<file path="config.mk">
export PLATFORM = sky130hd
export DESIGN_NAME = weighted_centroid_peak_merge_flat
export DESIGN_NICKNAME = d
export VERILOG_FILES = /design/src/hw/rtl/wcpm_pkg.sv /design/src/hw/rtl/wcpm_req_if.sv /design/src/hw/rtl/wcpm_rsp_if.sv /design/src/hw/rtl/wcpm_ctrl.sv /design/src/hw/rtl/wcpm_dp.sv /design/src/hw/rtl/weighted_centroid_peak_merge.sv /design/src/flat_wrapper.sv
export SDC_FILE = /design/constraint.sdc
export NUM_CORES = 2
export LEC_CHECK = 0
export BUFFER_PORTS_ARGS = -buffer_cell sky130_fd_sc_hd__buf_2
export CORE_MARGIN = 5
export CORE_UTILIZATION = 30
export CTS_BUF_LIST = sky130_fd_sc_hd__clkbuf_4
export CTS_CLUSTER_SIZE = 14
export DETAILED_ROUTE_END_ITERATION = 10
export PLACE_DENSITY = 0.47
export SYNTH_ARGS = -nofsm -noshare
export SYNTH_HDL_FRONTEND = slang
export SYNTH_SLANG_ARGS = --single-unit
export TNS_END_PERCENT = 100
</file>
<file path="constraint.sdc">
create_clock -name clock -period 21.7 [get_ports clock]
set_input_delay 1.085 -clock clock [delete_from_list [all_inputs] [get_ports clock]]
set_output_delay 1.085 -clock clock [all_outputs]
set_load 0.02 [all_outputs]
</file>
<file path="src/hw/rtl/wcpm_pkg.sv">
// Shared constants and controller/datapath handshake types for the centroid merge block.
package wcpm_pkg;

   // Default field widths.
   localparam int TIME_BITS_DEF  = 24;
   localparam int COUNT_BITS_DEF = 32;

   // Fixed accumulator widths.
   localparam int WSUM_BITS = 64;
   localparam int CSUM_BITS = 40;

   // Commands from the controller to the datapath.
   typedef struct packed {
      logic latch;   // capture the input transfer
      logic mul;     // form the product and the merge decision
      logic upd;     // fold the entry into the cluster state
      logic flush;   // hand the open cluster to the divider and close it
      logic dinit;   // load the divider and test for saturation
      logic dstep;   // one quotient bit
      logic oload;   // load the result register
   } cmd_type;

   // Status from the datapath to the controller.
   typedef struct packed {
      logic close;     // the entry closes the open cluster
      logic last;      // the entry ends the stream
      logic fin;       // the divider holds the final flush
      logic out_free;  // the result register can take a new result
   } stat_type;

endpackage

</file>
<file path="src/hw/rtl/wcpm_req_if.sv">
// Input channel: one histogram entry per transfer.
interface wcpm_req_if #(
   parameter int TIME_BITS  = wcpm_pkg::TIME_BITS_DEF,
   parameter int COUNT_BITS = wcpm_pkg::COUNT_BITS_DEF
);
   logic                  valid;
   logic                  ready;
   logic [TIME_BITS-1:0]  entry_time;
   logic [COUNT_BITS-1:0] entry_count;
   logic                  is_last;

   modport source (output valid, entry_time, entry_count, is_last, input ready);
   modport sink   (input valid, entry_time, entry_count, is_last, output ready);
endinterface

</file>
<file path="src/hw/rtl/wcpm_rsp_if.sv">
// Result channel: one closed cluster per transfer.
interface wcpm_rsp_if #(
   parameter int TIME_BITS  = wcpm_pkg::TIME_BITS_DEF,
   parameter int COUNT_BITS = wcpm_pkg::COUNT_BITS_DEF
);
   logic                  valid;
   logic                  ready;
   logic [TIME_BITS-1:0]  mean_time;
   logic [COUNT_BITS-1:0] total_count;
   logic                  sum_overflow;
   logic                  final_result;

   modport source (output valid, mean_time, total_count, sum_overflow, final_result,
                   input ready);
   modport sink   (input valid, mean_time, total_count, sum_overflow, final_result,
                   output ready);
endinterface

</file>
<file path="src/hw/rtl/wcpm_ctrl.sv">
// Sequencing state machine for the centroid merge block.
module wcpm_ctrl #(
   parameter int TIME_BITS = wcpm_pkg::TIME_BITS_DEF
) (
   input  logic               clock,
   input  logic               reset,
   input  logic               req_valid,
   output logic               req_ready,
   input  wcpm_pkg::stat_type stat,
   output wcpm_pkg::cmd_type  cmd
);

   localparam int CW = $clog2(TIME_BITS);

   localparam logic [2:0] S_IDLE  = 3'd0;
   localparam logic [2:0] S_MUL   = 3'd1;
   localparam logic [2:0] S_UPD   = 3'd2;
   localparam logic [2:0] S_FLUSH = 3'd3;
   localparam logic [2:0] S_DINIT = 3'd4;
   localparam logic [2:0] S_DSTEP = 3'd5;
   localparam logic [2:0] S_OUT   = 3'd6;

   logic [2:0]    state_ff, state_in;
   logic [CW-1:0] cnt_ff, cnt_in;

   // New entries are taken only between items.
   assign req_ready = (state_ff == S_IDLE);

   // Next state and command decode.
   always_comb begin
      state_in = state_ff;
      cnt_in   = cnt_ff;
      cmd      = '0;
      unique case (state_ff)
         S_IDLE: begin
            if (req_valid) begin
               cmd.latch = 1'b1;
               state_in  = S_MUL;
            end
         end
         S_MUL: begin
            cmd.mul  = 1'b1;
            state_in = S_UPD;
         end
         S_UPD: begin
            cmd.upd = 1'b1;
            if (stat.close) begin
               state_in = S_DINIT;
            end else if (stat.last) begin
               state_in = S_FLUSH;
            end else begin
               state_in = S_IDLE;
            end
         end
         S_FLUSH: begin
            cmd.flush = 1'b1;
            state_in  = S_DINIT;
         end
         S_DINIT: begin
            cmd.dinit = 1'b1;
            cnt_in    = '0;
            state_in  = S_DSTEP;
         end
         S_DSTEP: begin
            cmd.dstep = 1'b1;
            cnt_in    = cnt_ff + 1'b1;
            if (cnt_ff == CW'(TIME_BITS - 1)) begin
               state_in = S_OUT;
            end
         end
         S_OUT: begin
            if (stat.out_free) begin
               cmd.oload = 1'b1;
               // A closing entry that also ends the stream still owes the flush.
               if (!stat.fin && stat.last) begin
                  state_in = S_FLUSH;
               end else begin
                  state_in = S_IDLE;
               end
            end
         end
         default: begin
            state_in = S_IDLE;
         end
      endcase
   end

   // State and step counter registers.
   always_ff @(posedge clock) begin
      if (reset) begin
         state_ff <= S_IDLE;
         cnt_ff   <= '0;
      end else begin
         state_ff <= state_in;
         cnt_ff   <= cnt_in;
      end
   end

endmodule

</file>
<file path="src/hw/rtl/wcpm_dp.sv">
// Datapath: cluster accumulators, bit-serial divider and result register.
module wcpm_dp #(
   parameter int TIME_BITS  = wcpm_pkg::TIME_BITS_DEF,
   parameter int COUNT_BITS = wcpm_pkg::COUNT_BITS_DEF
) (
   input  logic                  clock,
   input  logic                  reset,
   input  wcpm_pkg::cmd_type     cmd,
   output wcpm_pkg::stat_type    stat,
   input  logic                  csr_we,
   input  logic [TIME_BITS-1:0]  csr_wdata,
   input  logic [TIME_BITS-1:0]  req_time,
   input  logic [COUNT_BITS-1:0] req_count,
   input  logic                  req_last,
   output logic                  rsp_valid,
   input  logic                  rsp_ready,
   output logic [TIME_BITS-1:0]  rsp_mean,
   output logic [COUNT_BITS-1:0] rsp_total,
   output logic                  rsp_ovf,
   output logic                  rsp_final
);

   localparam int WB    = wcpm_pkg::WSUM_BITS;
   localparam int CB    = wcpm_pkg::CSUM_BITS;
   localparam int PB    = TIME_BITS + COUNT_BITS;
   localparam int REM_W = CB + 1;
   localparam int CMP_W = WB + TIME_BITS;

   // Configuration.
   logic [TIME_BITS-1:0]  res_ff;

   // Captured entry and product.
   logic [TIME_BITS-1:0]  in_time_ff;
   logic [COUNT_BITS-1:0] in_count_ff;
   logic                  in_last_ff;
   logic [WB-1:0]         prod_ff;
   logic                  close_ff;

   // Open cluster.
   logic                  open_ff;
   logic [TIME_BITS-1:0]  start_ff;
   logic [WB-1:0]         wsum_ff;
   logic [CB-1:0]         csum_ff;
   logic                  ovf_ff;

   // Cluster under division.
   logic [WB-1:0]         dsum_ff;
   logic [CB-1:0]         dcnt_ff;
   logic [TIME_BITS-1:0]  dstart_ff;
   logic                  dovf_ff;
   logic                  dfin_ff;
   logic [REM_W-1:0]      rem_ff;
   logic [TIME_BITS-1:0]  lo_ff;
   logic [TIME_BITS-1:0]  quo_ff;
   logic                  sat_ff;

   // Result register.
   logic                  rsp_valid_ff;
   logic [TIME_BITS-1:0]  rsp_mean_ff;
   logic [COUNT_BITS-1:0] rsp_total_ff;
   logic                  rsp_ovf_ff;
   logic                  rsp_final_ff;

   logic [TIME_BITS-1:0]  time_delta;
   logic [PB-1:0]         prod_full;
   logic [WB:0]           wsum_add;
   logic [CB:0]           csum_add;
   logic [CMP_W-1:0]      sat_lhs;
   logic [CMP_W-1:0]      sat_rhs;
   logic [REM_W-1:0]      rem_sh;
   logic [REM_W-1:0]      dcnt_ext;
   logic                  qbit;
   logic [TIME_BITS-1:0]  mean_sel;
   logic [COUNT_BITS-1:0] total_sel;

   // Distance from the cluster start and the entry's weighted time.
   assign time_delta = (in_time_ff >= start_ff) ? (in_time_ff - start_ff)
                                                : (start_ff - in_time_ff);
   assign prod_full = PB'(in_time_ff) * PB'(in_count_ff);

   // Accumulator sums with a carry bit for saturation.
   assign wsum_add = {1'b0, wsum_ff} + {1'b0, prod_ff};
   assign csum_add = {1'b0, csum_ff} + (CB + 1)'(in_count_ff);

   // The quotient saturates exactly when the sum reaches count times 2^TIME_BITS.
   assign sat_lhs = CMP_W'(dsum_ff);
   assign sat_rhs = CMP_W'(dcnt_ff) << TIME_BITS;

   // One restoring division step.
   assign rem_sh   = {rem_ff[REM_W-2:0], lo_ff[TIME_BITS-1]};
   assign dcnt_ext = {1'b0, dcnt_ff};
   assign qbit     = (rem_sh >= dcnt_ext);

   // Result fields of the cluster under division.
   always_comb begin
      if (dcnt_ff == '0) begin
         mean_sel = dstart_ff;
      end else if (sat_ff) begin
         mean_sel = '1;
      end else begin
         mean_sel = quo_ff;
      end
      if (dcnt_ff[CB-1:COUNT_BITS] != '0) begin
         total_sel = '1;
      end else begin
         total_sel = dcnt_ff[COUNT_BITS-1:0];
      end
   end

   assign stat.close    = close_ff;
   assign stat.last     = in_last_ff;
   assign stat.fin      = dfin_ff;
   assign stat.out_free = !rsp_valid_ff || rsp_ready;

   assign rsp_valid = rsp_valid_ff;
   assign rsp_mean  = rsp_mean_ff;
   assign rsp_total = rsp_total_ff;
   assign rsp_ovf   = rsp_ovf_ff;
   assign rsp_final = rsp_final_ff;

   // Control registers: configuration, cluster valid flag, result valid.
   always_ff @(posedge clock) begin
      if (reset) begin
         res_ff       <= '0;
         open_ff      <= 1'b0;
         rsp_valid_ff <= 1'b0;
      end else begin
         if (csr_we) begin
            res_ff <= csr_wdata;
         end
         if (cmd.upd) begin
            open_ff <= 1'b1;
         end else if (cmd.flush) begin
            open_ff <= 1'b0;
         end
         if (cmd.oload) begin
            rsp_valid_ff <= 1'b1;
         end else if (rsp_ready) begin
            rsp_valid_ff <= 1'b0;
         end
      end
   end

   // Entry capture, product and merge decision.
   always_ff @(posedge clock) begin
      if (cmd.latch) begin
         in_time_ff  <= req_time;
         in_count_ff <= req_count;
         in_last_ff  <= req_last;
      end
      if (cmd.mul) begin
         prod_ff  <= WB'(prod_full);
         close_ff <= open_ff && (time_delta > res_ff);
      end
   end

   // Cluster accumulators and the hand-off to the divider.
   always_ff @(posedge clock) begin
      if (cmd.upd) begin
         if (open_ff && !close_ff) begin
            if (wsum_add[WB]) begin
               wsum_ff <= '1;
               ovf_ff  <= 1'b1;
            end else begin
               wsum_ff <= wsum_add[WB-1:0];
            end
            if (csum_add[CB]) begin
               csum_ff <= '1;
            end else begin
               csum_ff <= csum_add[CB-1:0];
            end
         end else begin
            start_ff <= in_time_ff;
            wsum_ff  <= prod_ff;
            csum_ff  <= CB'(in_count_ff);
            ovf_ff   <= 1'b0;
         end
         if (close_ff) begin
            dsum_ff   <= wsum_ff;
            dcnt_ff   <= csum_ff;
            dstart_ff <= start_ff;
            dovf_ff   <= ovf_ff;
            dfin_ff   <= 1'b0;
         end
      end else if (cmd.flush) begin
         dsum_ff   <= wsum_ff;
         dcnt_ff   <= csum_ff;
         dstart_ff <= start_ff;
         dovf_ff   <= ovf_ff;
         dfin_ff   <= 1'b1;
      end
   end

   // Bit-serial divider: one quotient bit per cycle.
   always_ff @(posedge clock) begin
      if (cmd.dinit) begin
         sat_ff <= (sat_lhs >= sat_rhs);
         rem_ff <= REM_W'(dsum_ff >> TIME_BITS);
         lo_ff  <= dsum_ff[TIME_BITS-1:0];
         quo_ff <= '0;
      end else if (cmd.dstep) begin
         rem_ff <= qbit ? (rem_sh - dcnt_ext) : rem_sh;
         lo_ff  <= {lo_ff[TIME_BITS-2:0], 1'b0};
         quo_ff <= {quo_ff[TIME_BITS-2:0], qbit};
      end
   end

   // Result register payload.
   always_ff @(posedge clock) begin
      if (cmd.oload) begin
         rsp_mean_ff  <= mean_sel;
         rsp_total_ff <= total_sel;
         rsp_ovf_ff   <= dovf_ff;
         rsp_final_ff <= dfin_ff;
      end
   end

endmodule

</file>
<file path="src/hw/rtl/weighted_centroid_peak_merge.sv">
// Top level of the weighted-centroid peak merge block.
//
//   Port group   Dir   Handshake          Carries
//   req_bus      in    valid / ready      entry_time, entry_count, is_last
//   rsp_bus      out   valid / ready      mean_time, total_count, sum_overflow, final_result
//   csr_*        in    csr_we             resolution (csr_wdata)
//
// An entry that produces no result passes through the capture, multiply and update states.
// A closing entry then adds the divider load, the bit-serial division that forms one
// quotient bit per cycle and the result load; a flush adds its own flush state before
// these; an entry that closes a cluster and ends the stream yields both results.
// Reset is synchronous and active high; no clearing pass is needed.
// A result waits in the output register while the next entry is taken; the block
// stalls only when a new result is ready and the previous one has not transferred.
module weighted_centroid_peak_merge #(
   parameter int TIME_BITS  = wcpm_pkg::TIME_BITS_DEF,
   parameter int COUNT_BITS = wcpm_pkg::COUNT_BITS_DEF
) (
   input  logic                 clock,
   input  logic                 reset,
   input  logic                 csr_we,
   input  logic [TIME_BITS-1:0] csr_wdata,
   wcpm_req_if.sink             req_bus,
   wcpm_rsp_if.source           rsp_bus
);

   wcpm_pkg::cmd_type  cmd;
   wcpm_pkg::stat_type stat;

   // Sequencer.
   wcpm_ctrl #(
      .TIME_BITS (TIME_BITS)
   ) u_ctrl (
      .clock     (clock),
      .reset     (reset),
      .req_valid (req_bus.valid),
      .req_ready (req_bus.ready),
      .stat      (stat),
      .cmd       (cmd)
   );

   // Accumulators, divider and result register.
   wcpm_dp #(
      .TIME_BITS  (TIME_BITS),
      .COUNT_BITS (COUNT_BITS)
   ) u_dp (
      .clock     (clock),
      .reset     (reset),
      .cmd       (cmd),
      .stat      (stat),
      .csr_we    (csr_we),
      .csr_wdata (csr_wdata),
      .req_time  (req_bus.entry_time),
      .req_count (req_bus.entry_count),
      .req_last  (req_bus.is_last),
      .rsp_valid (rsp_bus.valid),
      .rsp_ready (rsp_bus.ready),
      .rsp_mean  (rsp_bus.mean_time),
      .rsp_total (rsp_bus.total_count),
      .rsp_ovf   (rsp_bus.sum_overflow),
      .rsp_final (rsp_bus.final_result)
   );

endmodule
</file>
<file path="src/flat_wrapper.sv">
// flat-port wrapper written by rule: the top's interface ports become plain ports
module weighted_centroid_peak_merge_flat 
#(
   parameter int TIME_BITS  = wcpm_pkg::TIME_BITS_DEF,
   parameter int COUNT_BITS = wcpm_pkg::COUNT_BITS_DEF
)
  (clock, reset, csr_we, csr_wdata, req_bus_valid, req_bus_entry_time, req_bus_entry_count, req_bus_is_last, req_bus_ready, rsp_bus_valid, rsp_bus_mean_time, rsp_bus_total_count, rsp_bus_sum_overflow, rsp_bus_final_result, rsp_bus_ready);
  wcpm_req_if #(.TIME_BITS(TIME_BITS), .COUNT_BITS(COUNT_BITS)) req_bus_i ();
  wcpm_rsp_if #(.TIME_BITS(TIME_BITS), .COUNT_BITS(COUNT_BITS)) rsp_bus_i ();
  input  logic clock;
  input  logic reset;
  input  logic csr_we;
  input  logic [TIME_BITS-1:0] csr_wdata;
  input wire logic [$bits(req_bus_i.valid)-1:0] req_bus_valid;
  input wire logic [$bits(req_bus_i.entry_time)-1:0] req_bus_entry_time;
  input wire logic [$bits(req_bus_i.entry_count)-1:0] req_bus_entry_count;
  input wire logic [$bits(req_bus_i.is_last)-1:0] req_bus_is_last;
  output wire logic [$bits(req_bus_i.ready)-1:0] req_bus_ready;
  output wire logic [$bits(rsp_bus_i.valid)-1:0] rsp_bus_valid;
  output wire logic [$bits(rsp_bus_i.mean_time)-1:0] rsp_bus_mean_time;
  output wire logic [$bits(rsp_bus_i.total_count)-1:0] rsp_bus_total_count;
  output wire logic [$bits(rsp_bus_i.sum_overflow)-1:0] rsp_bus_sum_overflow;
  output wire logic [$bits(rsp_bus_i.final_result)-1:0] rsp_bus_final_result;
  input wire logic [$bits(rsp_bus_i.ready)-1:0] rsp_bus_ready;
  assign req_bus_i.valid = req_bus_valid;
  assign req_bus_i.entry_time = req_bus_entry_time;
  assign req_bus_i.entry_count = req_bus_entry_count;
  assign req_bus_i.is_last = req_bus_is_last;
  assign req_bus_ready = req_bus_i.ready;
  assign rsp_bus_valid = rsp_bus_i.valid;
  assign rsp_bus_mean_time = rsp_bus_i.mean_time;
  assign rsp_bus_total_count = rsp_bus_i.total_count;
  assign rsp_bus_sum_overflow = rsp_bus_i.sum_overflow;
  assign rsp_bus_final_result = rsp_bus_i.final_result;
  assign rsp_bus_i.ready = rsp_bus_ready;
  weighted_centroid_peak_merge #(.TIME_BITS(TIME_BITS), .COUNT_BITS(COUNT_BITS)) u_core (.clock(clock), .reset(reset), .csr_we(csr_we), .csr_wdata(csr_wdata), .req_bus(req_bus_i), .rsp_bus(rsp_bus_i));
endmodule
</file>
# [Word-level counts from Yosys, hierarchy flattened]
# Cells that the tools add are included.
[op_classes] addsub=6 multipliers=1 magnitude_cmp=4 eq_ne=12 mux=49 bitwise_logic=1 n_reduce_logical=18
[op_table] operator="40-bit 2-to-1 mux" n=7
[op_table] operator="64-bit 2-to-1 mux" n=4
[op_table] operator="24-bit 2-to-1 mux" n=8
[op_table] operator="64-bit by 56-bit adder with 65-bit output" n=1
[op_table] operator="64-bit >= comparator" n=1
[op_table] operator="24-bit by 32-bit multiplier with 56-bit output" n=1
[op_table] operator="56-bit 2-to-1 mux" n=1
[op_table] operator="24-bit subtractor" n=2
[op_table] operator="40-bit by 32-bit adder with 41-bit output" n=1
[op_table] operator="41-bit by 40-bit >= comparator with 1-bit output" n=1
[op_table] operator="40-bit zero test" n=1
[op_table] operator="40-bit subtractor" n=1
[op_table] operator="32-bit 2-to-1 mux" n=1
[op_table] operator="24-bit >= comparator" n=1
[op_table] operator="24-bit > comparator" n=1
[op_table] operator="3-bit case mux with 7 select lines" n=1
[op_table] operator="1-bit 2-to-1 mux" n=20
[op_table] operator="3-bit 2-to-1 mux" n=4
[op_table] operator="5-bit case mux with 2 select lines" n=1
[op_table] operator="3-bit equality test, second input constant" n=3
[op_table] operator="2-bit != test, second input constant" n=4
[op_table] operator="2-bit nonzero test" n=4
[op_table] operator="8-bit nonzero test" n=1
[op_table] operator="3-bit by 2-bit equality test with 1-bit output, second input constant" n=2
[op_table] operator="other kinds (12)" n=19
[totals] regBits=554 in_bits=86 wordCells=120

# [Depth between registers and ports, before layout]
[depth] depth_word=5 mapped_depth=27 depth_no_buf=26

# [Cells and area by module]
# A second synthesis with hierarchy kept.
[hier_totals] cells_unflattened=5588 hier_area_um2=55522.0
[by_module_without_submodules] module="wcpm_dp" n_inst=1 cells_per_inst=5525 area_per_inst_um2=55005.3 seq_area_each_um2=15895.2
[by_module_without_submodules] module="wcpm_ctrl" n_inst=1 cells_per_inst=63 area_per_inst_um2=516.7 seq_area_each_um2=160.2

# [Worst setup path after synthesis]
# Ideal clock, no wire load.
[synth_path] path_kind="reg2reg" from="register u_core.u_dp.in_count_ff[10]" to="register u_core.u_dp.prod_ff[55], data pin" arrival_time_ns=6.732 t_required_ns=21.441 path_slack_ns=14.708 stages_incl_launch_ff=26 path_buffers=1 path_cell_list="edfxtp_1 clkbuf_1 nand2_1 fa_1 fa_1 inv_1 fa_1 inv_1 fa_1 inv_1 fa_1 fa_1 inv_1 fa_1 inv_1 ha_1 a21oi_1 o21bai_1 or4b_1 a2bb2oi_1 a31o_2 a31oi_2 o221ai_1 a31oi_1 a21oi_1 xnor2_1"
[synth_between] elab_chain_len=1
[synth_rtl] item="start: declaration" line="wcpm_dp.sv:34" rtl="logic [COUNT_BITS-1:0] in_count_ff;"
[synth_rtl] item="start signal: assignment" line="wcpm_dp.sv:148" rtl="in_count_ff <= req_count;"
[synth_rtl] item="24-bit by 32-bit multiplier with 56-bit output" line="wcpm_dp.sv:79" rtl="assign prod_full = PB'(in_time_ff) * PB'(in_count_ff);"
[synth_rtl] item="net u_core.u_dp.prod_full[55]" line="wcpm_dp.sv:65" rtl="logic [PB-1:0] prod_full;"
[synth_rtl] item="end signal: assignment" line="wcpm_dp.sv:152" rtl="prod_ff <= WB'(prod_full);"
[synth_rtl] item="end: declaration" line="wcpm_dp.sv:36" rtl="logic [WB-1:0] prod_ff;"
# The timed path passes the listed nets, and every way through them passes these cells.
# A chain may end at the register's enable or synchronous reset.

# [Worst setup path after layout]
[layout_path] from="register u_core.u_dp.in_count_ff[1]" to="register u_core.u_dp.prod_ff[55], data pin"
# The elaborated chain is that of the path after synthesis.

==> metrics.txt <==
Die Wd=443.4 um; htree depth=4; Layout Nets=7,125; Multi-input gate area=0.03568 mm2; fillers=19,547; gpl congestion=0.8762; Vias=42,049; number of synthesized register bits=554; Synth top area share=0.2643; Slew headroom=0.2468; CTS Buffer Depth=3; die height=443.4 um; final wirelength=176.4 mm; Setup Skew=0.1332 ns; vias in the first global route=43,922; Initial Util=0.3007; clk sinks=554; Slew Limit Fails=0; Final Cell Area=0.06178 mm2; first-pass GRT wire length=270.2 mm; total CTS buffers=165; # IOs=146; Req. time, crit path=22.51 ns; crit end category=flip-flop; DR pass1 iterations=6; Layout area overhead=9.642%; Setup CP Type=flip-flop to flip-flop; register area=0.01606 mm2; largest net degree at the start of global routing=73; Die ar.=0.1966 mm2; Worst Path Arrival=8.94 ns; wire per inst=20.56 um; top post-synthesis cells by count=inv_1 (901), nand2_1 (711), fa_1 (663), edfxtp_1 (496), ha_1 (422); DRC Markers=0; Post-CTS Setup Bufs=0; Hold Fails Final Rpt=0; CTS tree=yes; EDFF count, synth=496; # resized after CTS=0; GRT Resource Usage Total=0.1781; share of layout cells above drive strength 1=0.08902; Hold WS=0.1830 ns; Routed Antenna Nets=0; IO buf count=145; aggregate global routing overflow=0; Syn Area/Cell=9.645 um2; clk_lat worst skew=1.13 ns; Max Fclk=123.0 MHz; Final setup viols=0; Synth Flop Type=edfxtp_1; CTS Hold Bufs=15; Yosys top cell by area=edfxtp_1; Syn Std Cell Area=0.05635 mm2; yosys warns=0; total of max-cap violations=0; final worst path period share=0.3747; Post-DP HPWL=131.1 mm; CP Launch Type=flip-flop; Core Util, Final=0.3297; initial DRC count=2,484; measured slew at the worst slew-check pin=1.130 ns; status=finished clean; worst min path class=input port to flip-flop; CTS Root Cell=clkbuf_4; routed vias/inst=4.901; CP Max Fanout=15; Distinct cells, synth=110; row cnt=159; unrepaired setup endpoints after global routing=false; final worst path period need=8.132 ns; Area contributors post-synth=edfxtp_1 (26%), fa_1 (24%), ha_1 (9.4%); most frequent cell after synthesis=inv_1; placed cell area=0.05954 mm2; asr flop ratio synth=0; register area share after synthesis=0.2849; Clk pin slew, worst setup/hold paths=0.08 ns; Post-Syn Nets=7,013; Mapped Cells=5,842; antenna violations before repair=14; setup TNS=0 ns; core area=0.1874 mm2
==> flip-flops by register name, summed over array words and instances, names as in the netlist, 32 cells and up <==
| name | cells |
|---|---|
| u_core.u_dp.in_count_ff | 32 |
| u_core.u_dp.csum_ff | 40 |
| u_core.u_dp.rem_ff | 40 |
| u_core.u_dp.rsp_total | 32 |
| u_core.u_dp.prod_ff | 56 |
| u_core.u_dp.wsum_ff | 64 |
| u_core.u_dp.dcnt_ff | 40 |
| u_core.u_dp.dsum_ff | 64 |
==> kinds of logic (layout without fill, tap and decap cells) <==
group                      Yosys count  after routing  synth area share
buffers and inverters             1193           1428           0.08294
muxes                               58             58           0.01046
xor gates and xnor gates           194            194           0.03016
DFF                                554            554            0.2849
other                                0              8                 0
adders and majority gates         1085           1085            0.3293
AOI/OAI and AO/OA                  972            972            0.1107
and+or+nand+nor                   1786           1786            0.1515
==> cells in the final DEF (no fill, tap or decap), types with 11 or more instances in the layout <==
cell type / n
nand2b_1: 33
clkinv_1: 41
ha_1: 422
o211ai_1: 24
a31oi_1: 94
o21ai_0: 150
xnor2_1: 115
nor2_1: 320
mux2i_1: 51
nand3_1: 99
nor2b_1: 36
xor2_1: 79
inv_1: 898
o21ai_1: 44
and3_1: 27
nand4_1: 59
dlygate4sd3_1: 15
a21oi_1: 308
and2_1: 380
clkbuf_4: 225
edfxtp_1: 496
dfxtp_1: 58
buf_2: 145
o21bai_1: 33
buf_4: 75
fa_1: 663
a21o_1: 119
clkinv_2: 11
nor3_1: 37
o21a_1: 21
nor4_1: 21
nand2_1: 710
o22a_1: 22
a211oi_1: 24
==> area by class of cell <==
class,count,share of cell area
clock inverters,65,0.006116
multi-input cells,4095,0.5775
flip-flops and latches,554,0.2599
inverters,903,0.05497
well taps,2495,0.05053
diodes,8,0.0003240
clock buffers,225,0.02734
repair buffers,235,0.02329
==> path summary, 6_finish.rpt <==
kind	from	to	slack, ns	cells past startpoint
worst max register to register	u_core.u_dp.in_count_ff[1]	u_core.u_dp.prod_ff[55]	13.57	24
worst min register to register	u_core.u_dp.dovf_ff	u_core.u_dp.rsp_ovf	0.41	0
worst max-delay path	u_core.u_dp.in_count_ff[1]	u_core.u_dp.prod_ff[55]	13.57	24
worst min-delay path	req_bus_entry_time[1]	u_core.u_dp.in_time_ff[1]	0.18	1
==> metrics by stage <==
stage / setup slack [ns] / instances
4_1_cts: 13.48 / 8572
2_1_floorplan: 14.71 / 5842
5_1_grt: 13.03 / 8580
3_3_place_gp: 13.62 / 8267
6_report: 13.57 / 8580
3_5_place_dp: 13.47 / 8267
==> worst max-delay path: stages (launching register included) <==
cell and delay (ns):
edfxtp_1 0.95, inv_1 0.62, nor2_1 0.37, fa_1 0.49, fa_1 0.52, ha_1 0.15
inv_1 0.05, fa_1 0.46, fa_1 0.54, inv_1 0.05, fa_1 0.47, inv_1 0.05
fa_1 0.48, inv_1 0.04, ha_1 0.35, nand3_1 0.15, nor2b_1 0.21, nor4bb_1 0.46
o2111ai_1 0.26, a31o_2 0.29, a31oi_2 0.18, o221ai_1 0.18, a31oi_1 0.31, a21oi_1 0.13
xnor2_1 0.14
==> layer usage <==
layer	part of all wire	track usage
met5	0.00026	0
met4	0.028	0.04963
met3	0.046	0.02522
met2	0.47	0.2987
met1	0.45	0.2406
Power is not shown: default switching activity piles up to over one toggle a cycle in this logic, so the estimate is an artifact.
